--- config.mk ---
export PLATFORM = sky130hd
export DESIGN_NAME = i2c_register_access_master_flat
export DESIGN_NICKNAME = d
export VERILOG_FILES = /design/src/rtl/i2cram_pkg.sv /design/src/rtl/i2cram_in_if.sv /design/src/rtl/i2cram_out_if.sv /design/src/rtl/i2cram_cfg.sv /design/src/rtl/i2cram_step.sv /design/src/rtl/i2c_register_access_master.sv /design/src/flat_wrapper.sv
export SDC_FILE = /design/constraint.sdc
export NUM_CORES = 1
export LEC_CHECK = 0
export BUFFER_PORTS_ARGS = -buffer_cell sky130_fd_sc_hd__buf_4
export CELL_PAD_IN_SITES_DETAIL_PLACEMENT = 0
export CELL_PAD_IN_SITES_GLOBAL_PLACEMENT = 2
export CORE_MARGIN = 1
export CORE_UTILIZATION = 44
export DETAILED_ROUTE_END_ITERATION = 8
export PLACE_DENSITY = 0.93
export SLEW_MARGIN = 5
export SYNTH_ARGS = -nofsm -noshare
export SYNTH_HDL_FRONTEND = slang
export SYNTH_HIERARCHICAL = 1
export SYNTH_SLANG_ARGS = --single-unit
export TNS_END_PERCENT = 20
--- constraint.sdc ---
create_clock -name clk -period 8.9 [get_ports clk]
set_input_delay 1.78 -clock clk [delete_from_list [all_inputs] [get_ports clk]]
set_output_delay 1.78 -clock clk [all_outputs]
set_load 0.02 [all_outputs]
--- src/rtl/i2cram_pkg.sv ---
package i2cram_pkg;

	// Bus sequencer phase codes
	localparam logic [4:0] PH_IDLE = 5'd0;
	localparam logic [4:0] PH_ST0  = 5'd1;
	localparam logic [4:0] PH_ST1  = 5'd2;
	localparam logic [4:0] PH_ST2  = 5'd3;
	localparam logic [4:0] PH_ST3  = 5'd4;
	localparam logic [4:0] PH_TX0  = 5'd5;
	localparam logic [4:0] PH_TX1  = 5'd6;
	localparam logic [4:0] PH_TX2  = 5'd7;
	localparam logic [4:0] PH_TX3  = 5'd8;
	localparam logic [4:0] PH_AK0  = 5'd9;
	localparam logic [4:0] PH_AKP  = 5'd10;
	localparam logic [4:0] PH_AK2  = 5'd11;
	localparam logic [4:0] PH_RX0  = 5'd12;
	localparam logic [4:0] PH_RX1  = 5'd13;
	localparam logic [4:0] PH_RX2  = 5'd14;
	localparam logic [4:0] PH_RX3  = 5'd15;
	localparam logic [4:0] PH_NK0  = 5'd16;
	localparam logic [4:0] PH_NK1  = 5'd17;
	localparam logic [4:0] PH_NK2  = 5'd18;
	localparam logic [4:0] PH_NK3  = 5'd19;
	localparam logic [4:0] PH_SP0  = 5'd20;
	localparam logic [4:0] PH_SP1  = 5'd21;
	localparam logic [4:0] PH_SP2  = 5'd22;
	localparam logic [4:0] PH_GD   = 5'd23;

	// Command codes
	localparam logic [1:0] FUNC_TICK  = 2'd0;
	localparam logic [1:0] FUNC_WRITE = 2'd1;
	localparam logic [1:0] FUNC_READ  = 2'd2;

	// Byte steps within one attempt
	localparam logic [1:0] STEP_DEV = 2'd0;
	localparam logic [1:0] STEP_REG = 2'd1;
	localparam logic [1:0] STEP_LAST = 2'd2;

	// Configuration register indexes
	localparam int CFG_IDX_W  = 3;
	localparam int CFG_DATA_W = 16;
	localparam logic [CFG_IDX_W-1:0] CFG_DEV_ADDR    = 3'd0;
	localparam logic [CFG_IDX_W-1:0] CFG_PHASE_TICKS = 3'd1;
	localparam logic [CFG_IDX_W-1:0] CFG_ACK_TIMEOUT = 3'd2;
	localparam logic [CFG_IDX_W-1:0] CFG_ATTEMPT_LIM = 3'd3;
	localparam logic [CFG_IDX_W-1:0] CFG_GUARD_TICKS = 3'd4;

	// Configuration reset values
	localparam logic [6:0]  RST_DEV_ADDR    = 7'h10;
	localparam logic [15:0] RST_PHASE_TICKS = 16'd100;
	localparam logic [11:0] RST_ACK_TIMEOUT = 12'd2000;
	localparam logic [2:0]  RST_ATTEMPT_LIM = 3'd3;
	localparam logic [15:0] RST_GUARD_TICKS = 16'd10000;

	typedef struct packed {
		logic [6:0]  device_address;
		logic [15:0] phase_ticks;
		logic [11:0] ack_timeout_ticks;
		logic [2:0]  attempt_limit;
		logic [15:0] write_guard_ticks;
	} cfg_t;

	typedef struct packed {
		logic [1:0] func;
		logic [7:0] reg_addr;
		logic [7:0] write_data;
		logic       sda_in;
	} item_t;

	typedef struct packed {
		logic       scl_level;
		logic       sda_release;
		logic       busy_res;
		logic       done_res;
		logic       success;
		logic [7:0] read_data;
	} result_t;

	typedef struct packed {
		logic [4:0]  bus_phase;
		logic [3:0]  bit_position;
		logic [7:0]  shift_byte;
		logic [15:0] tick_count;
		logic [11:0] ack_wait_count;
		logic [2:0]  attempts_used;
		logic        is_read_op;
		logic [7:0]  latched_register;
		logic [7:0]  latched_data;
		logic [7:0]  received_byte;
		logic [1:0]  byte_step;
		logic        attempt_good;
	} seq_t;

endpackage

--- src/rtl/i2cram_in_if.sv ---
interface i2cram_in_if;
	logic       valid;
	logic       ready;
	logic [1:0] func;
	logic [7:0] reg_addr;
	logic [7:0] write_data;
	logic       sda_in;

	modport source (output valid, func, reg_addr, write_data, sda_in, input ready);
	modport sink (input valid, func, reg_addr, write_data, sda_in, output ready);
endinterface

--- src/rtl/i2cram_out_if.sv ---
interface i2cram_out_if;
	logic       valid;
	logic       ready;
	logic       scl_level;
	logic       sda_release;
	logic       busy_res;
	logic       done_res;
	logic       success;
	logic [7:0] read_data;

	modport source (output valid, scl_level, sda_release, busy_res, done_res, success,
		read_data, input ready);
	modport sink (input valid, scl_level, sda_release, busy_res, done_res, success,
		read_data, output ready);
endinterface

--- src/rtl/i2cram_cfg.sv ---
module i2cram_cfg import i2cram_pkg::*; (
	input  logic                  clk,
	input  logic                  arst_n,
	input  logic                  cfg_wr_en,
	input  logic [CFG_IDX_W-1:0]  cfg_idx,
	input  logic [CFG_DATA_W-1:0] cfg_wdata,
	output cfg_t                  cfg
);

	cfg_t cfg_q;

	// Register file, writes past the last index are dropped
	always_ff @(posedge clk or negedge arst_n) begin
		if (!arst_n) begin
			cfg_q.device_address    <= RST_DEV_ADDR;
			cfg_q.phase_ticks       <= RST_PHASE_TICKS;
			cfg_q.ack_timeout_ticks <= RST_ACK_TIMEOUT;
			cfg_q.attempt_limit     <= RST_ATTEMPT_LIM;
			cfg_q.write_guard_ticks <= RST_GUARD_TICKS;
		end else if (cfg_wr_en) begin
			unique case (cfg_idx)
				CFG_DEV_ADDR:    cfg_q.device_address    <= cfg_wdata[6:0];
				CFG_PHASE_TICKS: cfg_q.phase_ticks       <= cfg_wdata[15:0];
				CFG_ACK_TIMEOUT: cfg_q.ack_timeout_ticks <= cfg_wdata[11:0];
				CFG_ATTEMPT_LIM: cfg_q.attempt_limit     <= cfg_wdata[2:0];
				CFG_GUARD_TICKS: cfg_q.write_guard_ticks <= cfg_wdata[15:0];
				default: ;
			endcase
		end
	end

	assign cfg = cfg_q;

endmodule

--- src/rtl/i2cram_step.sv ---
module i2cram_step import i2cram_pkg::*; (
	input  seq_t    cur,
	input  cfg_t    cfg,
	input  item_t   item,
	output seq_t    nxt,
	output result_t res
);

	logic [15:0] quarter;
	logic [11:0] ack_lim;
	logic [2:0]  att_lim;
	logic [15:0] tick_inc;
	logic [11:0] ackw_inc;
	logic [3:0]  bit_inc;
	logic [2:0]  att_inc;
	logic        do_decide;
	logic        fin;
	logic        fin_ok;
	logic [4:0]  ph;
	logic [4:0]  off_st;
	logic [4:0]  off_tx;
	logic [4:0]  off_rx;
	logic [4:0]  off_sp;

	// Zero settings behave as one
	assign quarter = (cfg.phase_ticks == '0) ? 16'd1 : cfg.phase_ticks;
	assign ack_lim = (cfg.ack_timeout_ticks == '0) ? 12'd1 : cfg.ack_timeout_ticks;
	assign att_lim = (cfg.attempt_limit == '0) ? 3'd1 : cfg.attempt_limit;

	assign tick_inc = cur.tick_count + 16'd1;
	assign ackw_inc = cur.ack_wait_count + 12'd1;
	assign bit_inc  = cur.bit_position + 4'd1;

	// Next sequencer state
	always_comb begin
		nxt       = cur;
		do_decide = 1'b0;
		fin       = 1'b0;
		fin_ok    = 1'b0;
		att_inc   = cur.attempts_used + 3'd1;

		if (cur.bus_phase == PH_IDLE || cur.bus_phase > PH_GD) begin
			nxt.bus_phase = PH_IDLE;
			if (item.func == FUNC_WRITE || item.func == FUNC_READ) begin
				nxt.latched_register = item.reg_addr;
				nxt.latched_data     = item.write_data;
				nxt.is_read_op       = (item.func == FUNC_READ);
				nxt.attempts_used    = '0;
				nxt.bus_phase        = PH_ST0;
				nxt.tick_count       = '0;
				nxt.bit_position     = '0;
				nxt.byte_step        = STEP_DEV;
				nxt.attempt_good     = 1'b1;
			end
		end else if (cur.bus_phase == PH_AKP) begin
			// acknowledge poll, one tick at a time
			if (!item.sda_in) begin
				nxt.bus_phase  = PH_AK2;
				nxt.tick_count = '0;
			end else begin
				nxt.ack_wait_count = ackw_inc;
				if (ackw_inc >= ack_lim) begin
					nxt.attempt_good = 1'b0;
					nxt.bus_phase    = PH_AK2;
					nxt.tick_count   = '0;
				end
			end
		end else if (cur.bus_phase == PH_GD) begin
			nxt.tick_count = tick_inc;
			if (tick_inc >= cfg.write_guard_ticks) begin
				do_decide = 1'b1;
			end
		end else if (tick_inc < quarter) begin
			nxt.tick_count = tick_inc;
		end else begin
			// end of a quarter
			nxt.tick_count = '0;
			unique case (cur.bus_phase)
				PH_ST0, PH_ST1, PH_ST2, PH_TX0, PH_TX1, PH_TX2, PH_RX0, PH_RX2,
				PH_NK0, PH_NK1, PH_NK2, PH_SP0, PH_SP1: begin
					nxt.bus_phase = cur.bus_phase + 5'd1;
				end
				PH_RX1: begin
					nxt.shift_byte = {cur.shift_byte[6:0], item.sda_in};
					nxt.bus_phase  = PH_RX2;
				end
				PH_ST3: begin
					nxt.shift_byte   = {cfg.device_address, cur.byte_step == STEP_LAST};
					nxt.bit_position = '0;
					nxt.bus_phase    = PH_TX0;
				end
				PH_TX3: begin
					nxt.shift_byte   = {cur.shift_byte[6:0], 1'b0};
					nxt.bit_position = bit_inc;
					nxt.bus_phase    = (bit_inc >= 4'd8) ? PH_AK0 : PH_TX0;
				end
				PH_AK0: begin
					nxt.ack_wait_count = '0;
					nxt.bus_phase      = PH_AKP;
				end
				PH_AK2: begin
					if (!cur.attempt_good) begin
						nxt.bus_phase = PH_SP0;
					end else if (cur.byte_step == STEP_DEV) begin
						nxt.byte_step    = STEP_REG;
						nxt.shift_byte   = cur.latched_register;
						nxt.bit_position = '0;
						nxt.bus_phase    = PH_TX0;
					end else if (cur.byte_step == STEP_REG) begin
						nxt.byte_step = STEP_LAST;
						if (cur.is_read_op) begin
							nxt.bus_phase = PH_ST0;
						end else begin
							nxt.shift_byte   = cur.latched_data;
							nxt.bit_position = '0;
							nxt.bus_phase    = PH_TX0;
						end
					end else if (cur.is_read_op) begin
						nxt.shift_byte   = '0;
						nxt.bit_position = '0;
						nxt.bus_phase    = PH_RX0;
					end else begin
						nxt.bus_phase = PH_SP0;
					end
				end
				PH_RX3: begin
					nxt.bit_position = bit_inc;
					nxt.bus_phase    = (bit_inc >= 4'd8) ? PH_NK0 : PH_RX0;
				end
				PH_NK3: begin
					nxt.bus_phase = PH_SP0;
				end
				PH_SP2: begin
					if (cur.is_read_op) begin
						do_decide = 1'b1;
					end else begin
						nxt.bus_phase = PH_GD;
						if (cfg.write_guard_ticks == '0) begin
							do_decide = 1'b1;
						end
					end
				end
				default: begin
					nxt.bus_phase = PH_IDLE;
				end
			endcase
		end

		// End of attempt: finish or retry
		if (do_decide) begin
			if (nxt.attempt_good) begin
				if (nxt.is_read_op) begin
					nxt.received_byte = nxt.shift_byte;
				end
				nxt.bus_phase  = PH_IDLE;
				nxt.tick_count = '0;
				fin            = 1'b1;
				fin_ok         = 1'b1;
			end else begin
				nxt.attempts_used = att_inc;
				if (att_inc >= att_lim) begin
					nxt.bus_phase  = PH_IDLE;
					nxt.tick_count = '0;
					fin            = 1'b1;
				end else begin
					nxt.bus_phase    = PH_ST0;
					nxt.tick_count   = '0;
					nxt.bit_position = '0;
					nxt.byte_step    = STEP_DEV;
					nxt.attempt_good = 1'b1;
				end
			end
		end
	end

	// Line levels from the updated phase
	assign ph     = nxt.bus_phase;
	assign off_st = ph - PH_ST0;
	assign off_tx = ph - PH_TX0;
	assign off_rx = ph - PH_RX0;
	assign off_sp = ph - PH_SP0;

	always_comb begin
		res.scl_level   = 1'b1;
		res.sda_release = 1'b1;
		if (ph >= PH_ST0 && ph <= PH_ST3) begin
			res.scl_level   = (off_st[1:0] == 2'd1 || off_st[1:0] == 2'd2);
			res.sda_release = (off_st[1:0] <= 2'd1);
		end else if (ph >= PH_TX0 && ph <= PH_TX3) begin
			res.scl_level   = (off_tx[1:0] == 2'd1 || off_tx[1:0] == 2'd2);
			res.sda_release = nxt.shift_byte[7];
		end else if (ph == PH_AK0 || ph == PH_AK2) begin
			res.scl_level = 1'b0;
		end else if (ph >= PH_RX0 && ph <= PH_NK3) begin
			res.scl_level = (off_rx[1:0] == 2'd1 || off_rx[1:0] == 2'd2);
		end else if (ph >= PH_SP0 && ph <= PH_SP2) begin
			res.scl_level   = (off_sp[1:0] >= 2'd1);
			res.sda_release = (off_sp[1:0] == 2'd2);
		end
		res.busy_res  = (ph != PH_IDLE);
		res.done_res  = fin;
		res.success   = fin && fin_ok;
		res.read_data = nxt.received_byte;
	end

endmodule

--- src/rtl/i2c_register_access_master.sv ---
// A beat accepted into the input register passes through the sequencer step,
// and its result beat is offered from the result register.
// Throughput: one beat per cycle; the sequencer step sits between an input
// register and a result register, and stalls only while the result is held.
// Reset (arst_n low): sequencer idle with all counters and bytes cleared,
// configuration back to its defaults, no beat held on either side.
module i2c_register_access_master import i2cram_pkg::*; (
	input  logic                  clk,
	input  logic                  arst_n,
	i2cram_in_if.sink             cmd,
	i2cram_out_if.source          res,
	input  logic                  cfg_wr_en,
	input  logic [CFG_IDX_W-1:0]  cfg_idx,
	input  logic [CFG_DATA_W-1:0] cfg_wdata
);

	cfg_t    cfg;
	seq_t    seq_q;
	seq_t    seq_nxt;
	item_t   item_s1;
	logic    valid_s1;
	result_t res_nxt;
	result_t res_q;
	logic    res_valid_q;
	logic    step_go;

	i2cram_cfg u_cfg (
		.clk       (clk),
		.arst_n    (arst_n),
		.cfg_wr_en (cfg_wr_en),
		.cfg_idx   (cfg_idx),
		.cfg_wdata (cfg_wdata),
		.cfg       (cfg)
	);

	i2cram_step u_step (
		.cur  (seq_q),
		.cfg  (cfg),
		.item (item_s1),
		.nxt  (seq_nxt),
		.res  (res_nxt)
	);

	// Step fires when an input beat is held and the result slot frees up
	assign step_go   = valid_s1 && (!res_valid_q || res.ready);
	assign cmd.ready = !valid_s1 || step_go;

	// Input register
	always_ff @(posedge clk or negedge arst_n) begin
		if (!arst_n) begin
			valid_s1 <= 1'b0;
		end else if (cmd.valid && cmd.ready) begin
			valid_s1 <= 1'b1;
		end else if (step_go) begin
			valid_s1 <= 1'b0;
		end
	end

	always_ff @(posedge clk) begin
		if (cmd.valid && cmd.ready) begin
			item_s1.func       <= cmd.func;
			item_s1.reg_addr   <= cmd.reg_addr;
			item_s1.write_data <= cmd.write_data;
			item_s1.sda_in     <= cmd.sda_in;
		end
	end

	// Sequencer state
	always_ff @(posedge clk or negedge arst_n) begin
		if (!arst_n) begin
			seq_q <= '0;
		end else if (step_go) begin
			seq_q <= seq_nxt;
		end
	end

	// Result register
	always_ff @(posedge clk or negedge arst_n) begin
		if (!arst_n) begin
			res_valid_q <= 1'b0;
		end else if (step_go) begin
			res_valid_q <= 1'b1;
		end else if (res.ready) begin
			res_valid_q <= 1'b0;
		end
	end

	always_ff @(posedge clk) begin
		if (step_go) begin
			res_q <= res_nxt;
		end
	end

	assign res.valid       = res_valid_q;
	assign res.scl_level   = res_q.scl_level;
	assign res.sda_release = res_q.sda_release;
	assign res.busy_res    = res_q.busy_res;
	assign res.done_res    = res_q.done_res;
	assign res.success     = res_q.success;
	assign res.read_data   = res_q.read_data;

endmodule

--- src/flat_wrapper.sv ---
// flat-port wrapper written by rule: the top's interface ports become plain ports
module i2c_register_access_master_flat import i2cram_pkg::*;
  (clk, arst_n, cfg_wr_en, cfg_idx, cfg_wdata, cmd_valid, cmd_func, cmd_reg_addr, cmd_write_data, cmd_sda_in, cmd_ready, res_valid, res_scl_level, res_sda_release, res_busy_res, res_done_res, res_success, res_read_data, res_ready);
  i2cram_in_if cmd_i ();
  i2cram_out_if res_i ();
  input  logic clk;
  input  logic arst_n;
  input  logic cfg_wr_en;
  input  logic [CFG_IDX_W-1:0] cfg_idx;
  input  logic [CFG_DATA_W-1:0] cfg_wdata;
  input wire logic [$bits(cmd_i.valid)-1:0] cmd_valid;
  input wire logic [$bits(cmd_i.func)-1:0] cmd_func;
  input wire logic [$bits(cmd_i.reg_addr)-1:0] cmd_reg_addr;
  input wire logic [$bits(cmd_i.write_data)-1:0] cmd_write_data;
  input wire logic [$bits(cmd_i.sda_in)-1:0] cmd_sda_in;
  output wire logic [$bits(cmd_i.ready)-1:0] cmd_ready;
  output wire logic [$bits(res_i.valid)-1:0] res_valid;
  output wire logic [$bits(res_i.scl_level)-1:0] res_scl_level;
  output wire logic [$bits(res_i.sda_release)-1:0] res_sda_release;
  output wire logic [$bits(res_i.busy_res)-1:0] res_busy_res;
  output wire logic [$bits(res_i.done_res)-1:0] res_done_res;
  output wire logic [$bits(res_i.success)-1:0] res_success;
  output wire logic [$bits(res_i.read_data)-1:0] res_read_data;
  input wire logic [$bits(res_i.ready)-1:0] res_ready;
  assign cmd_i.valid = cmd_valid;
  assign cmd_i.func = cmd_func;
  assign cmd_i.reg_addr = cmd_reg_addr;
  assign cmd_i.write_data = cmd_write_data;
  assign cmd_i.sda_in = cmd_sda_in;
  assign cmd_ready = cmd_i.ready;
  assign res_valid = res_i.valid;
  assign res_scl_level = res_i.scl_level;
  assign res_sda_release = res_i.sda_release;
  assign res_busy_res = res_i.busy_res;
  assign res_done_res = res_i.done_res;
  assign res_success = res_i.success;
  assign res_read_data = res_i.read_data;
  assign res_i.ready = res_ready;
  i2c_register_access_master u_core (.clk(clk), .arst_n(arst_n), .cmd(cmd_i), .res(res_i), .cfg_wr_en(cfg_wr_en), .cfg_idx(cfg_idx), .cfg_wdata(cfg_wdata));
endmodule
**Word level (Yosys, flattened, before mapping)**

Index checks and enable logic that the tools add are counted.

- Output and inout bits: 15
- Memory bits (read-only): 0
- Register bits: 164
- Memories kept: 0
- Input bits: 43
- Word-level logic and storage cells: 237
- Bits in writable memories: 0
- Latch bits: 0

- Magnitude comparators: 16
- $add $sub $neg: 9
- Shifts and indexed selects: 0
- Bitwise gates (word level): 1
- Equality and inequality tests: 45
- Div/mod/pow operators: 0
- Multipliers: 0
- Muxes and demuxes: 99
- Reduce and logical (&&, ||, !) cells: 38

Operators with widths:

| cell | number |
|---|---|
| 2-to-1 mux 17 bit | 10 |
| 2-to-1 mux 12 bit | 14 |
| 2-to-1 mux 16 bit | 8 |
| == test 5 x 4 -> 1 bit (second input constant) | 10 |
| 2-to-1 mux 5 bit | 9 |
| case mux 5 bit (9 select lines) | 1 |
| == test 5 bit (second input constant) | 8 |
| 2-to-1 mux 20 bit | 2 |
| zero test 16 bit | 2 |
| case mux 8 bit (4 select lines) | 1 |
| 2-to-1 mux 28 bit | 1 |
| 2-to-1 mux 1 bit | 25 |
| 2-to-1 mux 3 bit | 8 |
| 2-to-1 mux 8 bit | 3 |
| == test 5 x 3 -> 1 bit (second input constant) | 4 |
| 2-to-1 mux 2 bit | 10 |
| 2-to-1 mux 9 bit | 2 |
| adder 16 x 1 -> 16 bit (second input constant) | 1 |
| >= comparator 16 bit | 1 |
| less-than comparator 16 bit | 1 |
| OR reduction 13 bit | 1 |
| adder 12 x 1 -> 12 bit (second input constant) | 1 |
| == test 2 bit (second input constant) | 6 |
| >= comparator 12 bit | 1 |
| other kinds (43) | 78 |

**Depth between registers and ports, before layout**

- Depth in word-level cells: 30
- Mapped depth: 22
- Mapped depth without buffers: 20

**By module**

Netlist, hierarchy kept.

Modules (own cells, without submodules):

| module | instances | sequential area each (um2) | area an instance (um2) | cells each |
|---|---|---|---|---|
| i2cram_step | 1 | 0.0 | 4,250.3 | 673 |
| i2c_register_access_master | 1 | 2,912.8 | 3,992.6 | 201 |
| i2cram_cfg | 1 | 1,372.6 | 2,137.0 | 118 |

**Worst setup path after synthesis**

OpenSTA, ideal clock, no wires.

- Kind: reg2reg
- Start: register u_core/seq_q[43] in the netlist's numbering
- End: register u_core.res_q (netlist bit u_core/res.scl_level), data pin
- Clock period less this slack: 4.753 ns
- Library setup time: 0.148 ns
- Data arrival time: 4.604 ns
- Cell stages (with the launch flop): 22
- Setup slack: 4.147 ns
- Data required time: 8.752 ns
- Path buffers: 1
- Path through: dfrtp_1 ha_1 and3_1 and3_1 clkbuf_1 nand3_1 nor2_1 xor2_1 ha_1 o21ai_0 nor2_1 or4_1 a211o_1 o211ai_4 o311ai_1 nand2_1 inv_1 ha_1 or3_1 o211a_1 a211o_1 mux2i_1

RTL lines:

| element | line | RTL |
|---|---|---|
| from (decl) | i2c_register_access_master.sv:18 | `seq_t seq_q;` |
| from (signal assigned) | i2c_register_access_master.sv:73 | `seq_q <= seq_nxt;` |
| to (signal assigned) | i2c_register_access_master.sv:90 | `res_q <= res_nxt;` |
| to (decl) | i2c_register_access_master.sv:23 | `result_t res_q;` |

==> out/metrics.csv <==
stage,metric,value,unit
outcome,status,"complete, no violations",
critical_path,CP Cell Sequence,"ha_1, and3_1, and3_1, and3_1, nand3_1, xnor2_1, ha_1, nand4_1, nor4_1, a22oi_1, nand4_1, o211ai_4, o311ai_1, nand2_1, inv_1, ha_1, or3_1, o211a_1, a211o_1, mux2i_1",
cts,worst-skew pair later-pin latency,0.44,ns
route,vias,7530,
synth,Area contributors post-synth,"dfrtp_1 28%, edfxtp_1 9.3%, mux2_2 8.7%",
floorplan,standard-cell rows,55,
cells_and_area,"leading cell type in the layout, fill and taps excluded",dfrtp_1,
global_route,vias in the first global route,7570,
cts,clock root cell,clkbuf_16,
critical_path,required time worst endpoint,9.19,ns
cts,total CTS buffers,17,
timing,final slew viol count,0,
timing,worst-margin pin slew,1.15,ns
cells_and_area,# diodes,0,
route,Total Wirelength,25.2,mm
floorplan,die area,0.0242,mm²
synth,synthesized area per cell,10.5,µm²
cts,post-CTS setup buffer count,0,
route,"antenna viol nets, final",0,
critical_path,CP Capture Type,flip-flop,
synth,Yosys Warn Count,6,
synth,sequential area share after synthesis,41.3,%
global_route,Total GRT Usage,22.0,%
global_route,initial antenna violation count,0,
synth,Yosys top cell by area,dfrtp_1,
critical_path,Critical Path Fanout Max,11,
cts,CTS Sinks,164,
timing,Rel. slew slack,23.3,%
timing,fin crit share,62.2,%
flow_run,# Max-Cap Violations,0,
timing,Final Hold Vio Count,0,
route,met3 routed WL,831,µm
critical_path,Worst setup SP type,flip-flop,
floorplan,die height,156,µm
cts,CTS resizes,0,
critical_path,WP data arrival,5.83,ns
cts,quantity of hold-fixing buffers added after cts,0,
floorplan,core box area,0.0229,mm²
synth,Mapped Cells,992,
cts,H-tree level count,4,
synth,post-synth design cell area,0.0104,mm²
floorplan,die width,156,µm
timing,final setup violation count,0,
cells_and_area,most frequent cells in the layout,"115 x dfrtp_1, 112 x nand2_1, 80 x mux2_2",
cells_and_area,Syn-to-layout area delta,11.9,%
synth,Yosys top cell area share,27.7,%
route,drt first pass iters,6,
global_route,pin count of the biggest net entering global routing,79,
route,top routing layer used,met4,
cts,clock slew at reported path FFs,0.07,ns
floorplan,I/O pin count,58,
route,Residual DRC,0,
pwr,Lkg Pwr,5.43,nW
route,Iter 0 DRT Violations,592,
timing,clk_skew,0.0144,ns
cells_and_area,fin nets,1133,
synth,Post-synth EDFFs,32,
cells_and_area,share of cells above drive strength 1,24.2,%
route,DR WL/cell,18.6,µm
worst_hold_path,hold crit path type,reg -> reg,
placed_design,post-detail-place hpwl,17.9,mm
route,met2 wire len,12.5,mm
synth,ys async rst share,80.5,%
critical_path,slowest CP cell,o211ai_4,
cts,clk buf depth,2,
global_route,GR Overflow Total,0,
critical_path,max incr delay on CP,0.54,ns
timing,Setup TNS,0,ns
synth,#FFs+latches synth,164,
cts,CTS tree,built,
critical_path,WS Path Type,reg -> reg,
timing,Peak Freq,181,MHz
timing,RSZ-0062 raised after global routing,false,
route,Via density,5.57,
route,Post-Route M1 WL,11.6,mm
synth,syn_nets,1099,
cells_and_area,Fillers,2142,
floorplan,Initial Util,45.3,%
pwr,power per cell area,204,mW/mm²
placed_design,GP Congestion,0.832,
synth,post-synth cell types,86,
pwr,overall power,2.37,mW
timing,min cycle time layout,5.54,ns
global_route,first-pass GRT wire length,41.1,mm
pwr,peak supply drop,0.000129,V
placed_design,Port Buffers,57,
synth,ys flop type,dfrtp_1,
-- logic make-up after synthesis --
group                      synth area share, %
muxes                                     17.1
DFF                                       41.3
and+or+nand+nor                           14.3
xor gates and xnor gates                  2.53
adders and majority gates                 7.71
buffers and inverters                     5.17
AOI/OAI and AO/OA                         11.9
-- per-layer routing --
layer,GRT usage [%],up-vias
li1,-,3636
met1,28.6,3712
met2,37.9,159
met3,3.75,23
met4,5.65,0
met5,0,-
-- report_power, final --
part / leakage, nW / internal, mW / switching [mW] / total [mW]
registers: 1.99 / 0.894 / 0.105 / 0.999
clock network: 0.304 / 0.453 / 0.339 / 0.792
logic: 3.14 / 0.251 / 0.329 / 0.580
-- Yosys cell counts, drive strengths merged (3+ instances only) --
cell type	count
mux2	139
dfrtp	115
nand2	115
ha	64
inv	61
nor2	59
a21oi	45
o21ai	45
edfxtp	32
buf	29
nand3	22
clkbuf	21
and3	20
a22oi	18
dfstp	17
xor2	17
nor4	13
xnor2	13
nand3b	11
a22o	10
nand2b	10
nand4	10
a21o	9
nor3	8
o211ai	7
mux2i	6
a211oi	4
a31oi	4
nand4b	4
or3	4
and2	3
nor2b	3
o31ai	3
or2	3
-- registers in the layout, indices dropped and copies added (netlist names) --
register and flops:
u_core/res.busy_res 1, u_core/res.done_res 1, u_core/res.read_data 8, u_core/res.success 1, u_core/res.sda_release 1, u_core/res.valid 1
u_core/u_cfg/cfg 54, u_core/valid_s1 1, u_core/item_s1 19, u_core/res.scl_level 1, u_core/seq_q 76
-- worst paths after layout --
kind	from	end	slack, ns	cells after the start
max	u_core/seq_q[43]	u_core/res.scl_level	3.36	20
min	u_core/seq_q[8]	u_core/seq_q[8]	0.50	1
max reg2reg	u_core/seq_q[43]	u_core/res.scl_level	3.36	20
min reg2reg	u_core/seq_q[8]	u_core/seq_q[8]	0.50	1
max in group asynchronous	arst_n	u_core/u_cfg/cfg[1]	6.15	2
min in group asynchronous	arst_n	u_core/u_cfg/cfg[6]	1.31	1
-- final cells by class --
type	count	area, µm²	area share [%]
flip-flops and latches	164	4290	36.9
well taps	313	392	3.37
inverters	61	229	1.97
clock buffers	18	429	3.70
repair buffers	65	492	4.23
multi-input cells	717	5590	48.2
clock inverters	14	191	1.65
-- through the flow --
step           worst slack (ns)  hold slack [ns]  util, %  std cells  area (µm²)
2_1_floorplan              4.15            0.474        -        992       10400
3_3_place_gp               3.55            0.485     48.0       1320       11000
3_5_place_dp               3.46            0.492     48.0       1320       11000
4_1_cts                    3.45            0.508     50.7       1352       11600
5_1_grt                    2.90            0.520     50.7       1352       11600
6_report                   3.36            0.503     50.7       1352       11600
-- critical path: cells and delay by family (launching register included) --
kind / cells / cell delay (ns)
buffers and inverters: 1 / 0.11
and+or+nand+nor: 9 / 2.22
adders and majority gates: 3 / 0.78
muxes: 1 / 0.12
AOI/OAI and AO/OA: 5 / 1.42
DFF: 1 / 0.46
xor gates and xnor gates: 1 / 0.29
Note: power is estimated with default switching activity, not from simulation.
